### src/rtl/core/bvfi_pkg.sv
// shared types, codes and constants of the velocity and friction integrator
package bvfi_pkg;

   localparam int AXES       = 3;
   localparam int AXIS_W     = 2;
   localparam int SQRT_ITERS = 32;
   localparam int QUO_W      = 25;
   localparam int ITER_W     = 5;
   localparam int CSR_ADDR_W = 3;

   localparam logic [63:0] SQRT_BIT0       = 64'h4000_0000_0000_0000;
   localparam logic [23:0] FRICTION_RESET  = 24'd0;
   localparam logic [23:0] MAX_SPEED_RESET = 24'd327680;

   localparam logic [1:0] OPC_STEP  = 2'd0;
   localparam logic [1:0] OPC_SET   = 2'd1;
   localparam logic [1:0] OPC_RESET = 2'd2;

   localparam logic REG_FRICTION  = 1'b0;
   localparam logic REG_MAX_SPEED = 1'b1;

   typedef logic signed [31:0] q16_type;

   typedef enum logic [3:0] {
      ST_IDLE, ST_FDT, ST_ADT, ST_FRIC, ST_SQ, ST_LIM, ST_CHK, ST_SQRT,
      ST_DMUL, ST_DIV, ST_DWB, ST_INTV, ST_INTP, ST_DONE
   } state_type;

   typedef enum logic [3:0] {
      DP_NONE, DP_LOAD, DP_SET, DP_CLEAR, DP_FDT, DP_ADT, DP_FRIC, DP_SQ,
      DP_LIM, DP_SQRT, DP_DMUL, DP_DIV, DP_DWB, DP_INTV, DP_INTP, DP_OUT
   } dp_op_type;

   typedef struct packed {
      dp_op_type         op;
      logic [AXIS_W-1:0] axis;
   } cmd_type;

   typedef struct packed {
      logic over_limit;
   } status_type;

endpackage

### src/rtl/core/bvfi_ctrl.sv
// sequencer that steps the datapath through one word
module bvfi_ctrl (
   input  logic                 clock,
   input  logic                 reset,
   input  logic                 req_valid,
   input  logic [1:0]           req_opcode,
   output logic                 req_ready,
   input  logic                 rsp_ready,
   output logic                 rsp_valid,
   input  bvfi_pkg::status_type status,
   output bvfi_pkg::cmd_type    cmd
);
   import bvfi_pkg::*;

   state_type           state_ff, state_in;
   logic [AXIS_W-1:0]   axis_ff, axis_in;
   logic [ITER_W-1:0]   iter_ff, iter_in;
   logic                rsp_valid_ff, rsp_valid_in;

   always_ff @(posedge clock) begin
      if (reset) begin
         state_ff     <= ST_IDLE;
         axis_ff      <= '0;
         iter_ff      <= '0;
         rsp_valid_ff <= 1'b0;
      end else begin
         state_ff     <= state_in;
         axis_ff      <= axis_in;
         iter_ff      <= iter_in;
         rsp_valid_ff <= rsp_valid_in;
      end
   end

   always_comb begin
      state_in     = state_ff;
      axis_in      = axis_ff;
      iter_in      = iter_ff;
      rsp_valid_in = rsp_valid_ff && !rsp_ready;
      req_ready    = 1'b0;
      cmd.op       = DP_NONE;
      cmd.axis     = axis_ff;
      case (state_ff)
         ST_IDLE: begin
            req_ready = 1'b1;
            axis_in   = '0;
            if (req_valid) begin
               case (req_opcode)
                  OPC_STEP: begin
                     cmd.op   = DP_LOAD;
                     state_in = ST_FDT;
                  end
                  OPC_SET: begin
                     cmd.op   = DP_SET;
                     state_in = ST_DONE;
                  end
                  OPC_RESET: begin
                     cmd.op   = DP_CLEAR;
                     state_in = ST_DONE;
                  end
                  default: state_in = ST_DONE;
               endcase
            end
         end
         ST_FDT: begin
            cmd.op   = DP_FDT;
            state_in = ST_ADT;
         end
         ST_ADT: begin
            cmd.op = DP_ADT;
            if (axis_ff == AXIS_W'(AXES - 1)) begin
               axis_in  = '0;
               state_in = ST_FRIC;
            end else begin
               axis_in = axis_ff + 1'b1;
            end
         end
         ST_FRIC: begin
            cmd.op   = DP_FRIC;
            state_in = ST_SQ;
         end
         ST_SQ: begin
            cmd.op = DP_SQ;
            if (axis_ff == AXIS_W'(AXES - 1)) begin
               axis_in  = '0;
               state_in = ST_LIM;
            end else begin
               axis_in = axis_ff + 1'b1;
            end
         end
         ST_LIM: begin
            cmd.op   = DP_LIM;
            state_in = ST_CHK;
         end
         ST_CHK: begin
            iter_in  = '0;
            state_in = status.over_limit ? ST_SQRT : ST_INTV;
         end
         ST_SQRT: begin
            cmd.op  = DP_SQRT;
            iter_in = iter_ff + 1'b1;
            if (iter_ff == ITER_W'(SQRT_ITERS - 1)) begin
               state_in = ST_DMUL;
            end
         end
         ST_DMUL: begin
            cmd.op   = DP_DMUL;
            iter_in  = '0;
            state_in = ST_DIV;
         end
         ST_DIV: begin
            cmd.op  = DP_DIV;
            iter_in = iter_ff + 1'b1;
            if (iter_ff == ITER_W'(QUO_W - 1)) begin
               state_in = ST_DWB;
            end
         end
         ST_DWB: begin
            cmd.op = DP_DWB;
            if (axis_ff == AXIS_W'(AXES - 1)) begin
               axis_in  = '0;
               state_in = ST_INTV;
            end else begin
               axis_in  = axis_ff + 1'b1;
               state_in = ST_DMUL;
            end
         end
         ST_INTV: begin
            cmd.op   = DP_INTV;
            state_in = ST_INTP;
         end
         ST_INTP: begin
            cmd.op   = DP_INTP;
            state_in = ST_DONE;
         end
         ST_DONE: begin
            if (!rsp_valid_ff || rsp_ready) begin
               cmd.op       = DP_OUT;
               rsp_valid_in = 1'b1;
               state_in     = ST_IDLE;
            end
         end
         default: state_in = ST_IDLE;
      endcase
   end

   assign rsp_valid = rsp_valid_ff;

endmodule

### config.mk
export PLATFORM = sky130hd
export DESIGN_NAME = bvfi_ctrl
export DESIGN_NICKNAME = d
export VERILOG_FILES = /design/src/rtl/core/bvfi_pkg.sv /design/src/rtl/core/bvfi_ctrl.sv
export SDC_FILE = /design/constraint.sdc
export NUM_CORES = 1
export LEC_CHECK = 0
export BUFFER_PORTS_ARGS = -buffer_cell sky130_fd_sc_hd__buf_2
export CELL_PAD_IN_SITES_DETAIL_PLACEMENT = 1
export CELL_PAD_IN_SITES_GLOBAL_PLACEMENT = 1
export CORE_MARGIN = 3
export CORE_UTILIZATION = 31
export DETAILED_ROUTE_END_ITERATION = 8
export GPL_TIMING_DRIVEN = 0
export PLACE_DENSITY = 0.74
export SLEW_MARGIN = 30
export SYNTH_ARGS = -nofsm -noshare
export SYNTH_HDL_FRONTEND = slang
export SYNTH_SLANG_ARGS = --single-unit
### constraint.sdc
create_clock -name clock -period 1.58 [get_ports clock]
set_clock_uncertainty 0.05 [all_clocks]
set_input_delay 0.079 -clock clock [delete_from_list [all_inputs] [get_ports clock]]
set_output_delay 0.079 -clock clock [all_outputs]
set_load 0.005 [all_outputs]
# == Word-level counts from Yosys, hierarchy flattened ==
# Index checks and enable logic that the tools add are counted.
# classes
add_sub_neg,2
multipliers,0
n_div,0
n_lt_le_gt_ge,0
n_eq_ne,24
shifts,0
mux,20
bitwise,0
n_reduce_logical,12
# ops
operator,count
$pmux W4 S14,1
$pmux W4 S13,1
$mux W4,9
$eq A4 B4 Y1 const B,6
$eq A4 B3 Y1 const B,4
$ne A2 B2 Y1 const B,6
$eq A5 B5 Y1 const B,2
$pmux W5 S2,1
$eq A4 B2 Y1 const B,2
$mux W2,3
$pmux W2 S3,1
$reduce_and A6 Y1,1
$add A5 B1 Y5 const B,1
$eq A2 B2 Y1 const B,2
$eq A4 B1 Y1 const B,1
$logic_not A4 Y1,1
$pmux W2 S2,1
$reduce_bool A2 Y1,2
$reduce_or A2 Y1,2
$mux W1,3
$reduce_or A3 Y1,1
$add A2 B1 Y2 const B,1
$eq A2 B1 Y1 const B,1
$logic_not A1 Y1,2
other kinds (3),3
# word_totals
regBits,12
latchBits,0
ramBits,0
romBits,0
input_bits,7
output_inout_bits,8
wordCells,62
n_memories,0

# == Logic depth before layout (Yosys ltp) ==
# depth
word_depth,4
mapped_depth,7
depth_no_buf,7

# == Worst setup path before layout ==
# OpenSTA, ideal clock, no wires.
# synth_timing
kind,reg2reg
start,register iter_ff[0]
end,register state_ff[0]
setup_ns,0.072
arrival_time_ns,1.501
required_time_ns,1.458
setup_slack_ns,-0.042
stages_incl_launch_ff,8
path_cell_list,dfxtp_1 ha_1 and3_1 ha_1 nand4b_1 o311a_2 o21ai_4 mux2i_1
# synth_via
elab_chain_cells,3
elab_cells_between_ends,5
cone_classes,4 x eq/ne; 1 x reduce/logical
# synth_lines
element,line,rtl
from (decl),bvfi_ctrl.sv:17,"logic [ITER_W-1:0] iter_ff, iter_in;"
from (signal assigned),bvfi_ctrl.sv:29,iter_ff <= iter_in;
"$eq A5 B5 Y1, on equally long branches","bvfi_ctrl.sv:113, bvfi_ctrl.sv:101",
$ne A2 B2 Y1 (no line),n/a,
$reduce_and A6 Y1 (no line) *,n/a,
to (signal assigned),bvfi_ctrl.sv:27,state_ff <= state_in;
to (decl),bvfi_ctrl.sv:15,"state_type state_ff, state_in;"
# Every way passes the cells marked *; elsewhere a longest branch is shown, timed or not.
# A chain may end at the register's enable or synchronous reset.

# == Worst setup path after layout ==
# layout_timing
start,register iter_ff[1]
end,register state_ff[2]
# Same word-level chain as after synthesis.

==> results.yml <==
outcome:
  status: "finished, violations left"
  violations: "negative setup slack"
timing:
  finalHoldViolCount: 0
  maxSlewHeadroom_pct: 66.5
  setup_viol: 5
  slew_viol_final: 0
  rsz0062_at_grt: "true"
  worst_slew_pin_slew_ns: 0.503
  setup_slack_ns: -0.148
  setup-tns-final_ns: -0.499
  period_share_pct: 109
  fin_crit_ns: 1.73
  timing.fmax_ghz: 0.579
pwr:
  power.total_uw: 2370
  power_leakage_uw: 0.000563
  powerDensity_mw_per_mm2: 1690
  ir_worst_vdd_mv: 0.689
synthesis:
  synth_area_um2: 973
  synthFlopType: "dfxtp_1"
  syn_inst: 127
  seq_area_frac_synth_pct: 24.7
  synth_nets: 138
  synth_edf_count: 0
  synth_warnings: 0
  ys_types: 41
  synth-seq-cells: 12
  async_flop_share_pct: 0
  avgSynthCellArea_um2: 7.66
clock_tree:
  htree_num_levels: 1
  cts_tree: "built"
  root_buffer: "clkbuf_4"
  clock_sinks: 12
  cts_made_buffers: 3
  cts_hold_buffers: 0
  clk_path_buf_depth: 2
  clock_latency_ns: 0.27
  path_clk_slew_ns: 0.08
setup_path:
  critPathLaunch: "iter_ff[1]"
  crit_required_ns: 1.72
  startpoint_type: "flip-flop"
  critical_path_class: "reg -> reg"
  crit_arrival_ns: 1.86
  reg2reg_slack_ns: -0.15
  critPathMaxFanout: 4
  endpoint_kind: "flip-flop"
  r2r-start: "iter_ff[1]"
grt:
  grt_max_degree: 11
  grt.overflow.total: 0
  grtUsageTotal_pct: 16.3
  grt_util_met1_pct: 20.7
  grt_use_met3_pct: 1.86
  antenna_found_initial: 0
  grt_pass1_vias: 998
  grt_use_met2_pct: 27.8
  grt_pass1_wl_um: 4630
  busiest_layer: "met2"
die:
  chipHeight_um: 62.0
  core_area_mm2: 0.00288
  start_util_pct: 33.8
  rows: 19
  dieWidth_um: 62.0
  die_area_mm2: 0.00385
  io_pins: 15
detailed_routing:
  drtAntennaViolNets: 0
  firstDrtPassIters: 4
  vias: 1076
  drc: 0
  drt_iter0_drc: 25
  wl_per_cell_um: 15.2
  routed_wl_um: 3040
  viasPerCell: 5.38
placed_design:
  dp_hpwl_um: 2020
  globalplace.congestion: 0.797
  port_buffers: 14
worst_hold_path:
  worstHoldPathType: "in -> reg"
  min_from: "reset"
layout:
  fin_nets: 171
  diodes: 0
  synthToLayoutAreaGrowth_pct: 43.8
  final_layout_size_suffix_gt1_share_pct: 40.5
job:
  drv_cap: 0
synthesized netlist by cell type (all sizes together), types with 3 or more instances:
cell type  count  area share [%]
clkbuf         6             2.3
o21ai          7             4.8
mux2i          3             3.1
ha             4             5.1
nand3          5             2.6
a21boi         4             3.1
inv            7             2.7
nand2b         6             3.9
nand2         13             5.0
a21oi         15             7.7
nor4           3             1.9
buf            5             3.7
nor2b          5             3.2
nor2           3             1.2
dfxtp         12              25
through the flow:
step / hold WS (ns) / cell area, um2 / instances / setup WS, ns / util [%]
global placement: 0.331 / 1140 / 183 / -0.157 / 39.6
floorplan: 0.204 / 1020 / 127 / -0.0107 / -
detailed placement: 0.348 / 1140 / 183 / -0.180 / 39.6
finish: 0.0523 / 1400 / 200 / -0.148 / 48.7
global route: 0.0488 / 1400 / 200 / -0.211 / 48.7
CTS: 0.0416 / 1300 / 194 / -0.141 / 45.2
critical path, stage by stage, from the launching register on:
cell and delay [ns]:
dfxtp_4 0.36, ha_4 0.16, and3_4 0.18, ha_4 0.14, nand4b_1 0.19, o311a_4 0.16
o21ai_4 0.19, mux2i_1 0.22
layer usage:
metal	share of wire [%]	up-vias
met3	2.7	4
met1	45	536
met5	0	-
li1	-	520
met4	0.99	0
met2	52	16
report_power, final:
part           leakage, uW  internal, uW  switching (uW)
combinational     0.000449           903             840
sequential        0.000101           382            58.1
clock            0.0000138          88.2            99.2
total             0.000563          1370             997
worst paths after layout:
kind | cells past startpoint | end
setup / recovery | 7 | state_ff[2]
hold / removal | 3 | state_ff[1]
setup reg to reg | 7 | state_ff[2]
hold reg to reg | 2 | iter_ff[0]
flip-flops by register name (all words and copies together), names as in the netlist:
| name | flops |
|---|---|
| axis_ff | 2 |
| iter_ff | 5 |
| rsp_valid | 1 |
| state_ff | 4 |
repair_timing:
item | CTS | global route
gates resized for setup | 24 | 18
endpoints found under the setup margin | 16 | 11
setup buffers | 9 | 6
pin swaps | 2 | 6
placed cells by master (no fill, tap or decap), types with 3 or more instances in the layout:
cell	n
dfxtp_4	3
inv_1	6
clkbuf_4	3
buf_8	4
buf_6	3
nand2_1	12
dfxtp_1	7
nor4_1	3
nand3_1	5
mux2i_1	3
a21boi_0	3
buf_4	15
o21ai_0	4
nor2_1	3
nand2b_1	6
a21oi_2	3
buf_2	14
a21oi_1	12
nor2b_1	4
final cells by class:
type | count | area [um2]
plain buffers | 10 | 125
fillers | 348 | 1480
well taps | 42 | 52.6
flip-flops and latches | 12 | 254
repair buffers | 29 | 183
clock buffers | 3 | 22.5
inverters | 7 | 30.0
multi-input cells | 97 | 733
kinds of logic (layout without fill, tap and decap cells):
group / Yosys count / in the layout / synth area share, %
simple gates: 48 / 48 / 29.2
compound gates: 41 / 41 / 28.3
buf+inv: 18 / 49 / 8.74
flops: 12 / 12 / 24.7
fa+ha+maj: 4 / 4 / 5.14
mux: 3 / 3 / 3.08
xor+xnor: 1 / 1 / 0.900
(Power assumes the default switching activity.)
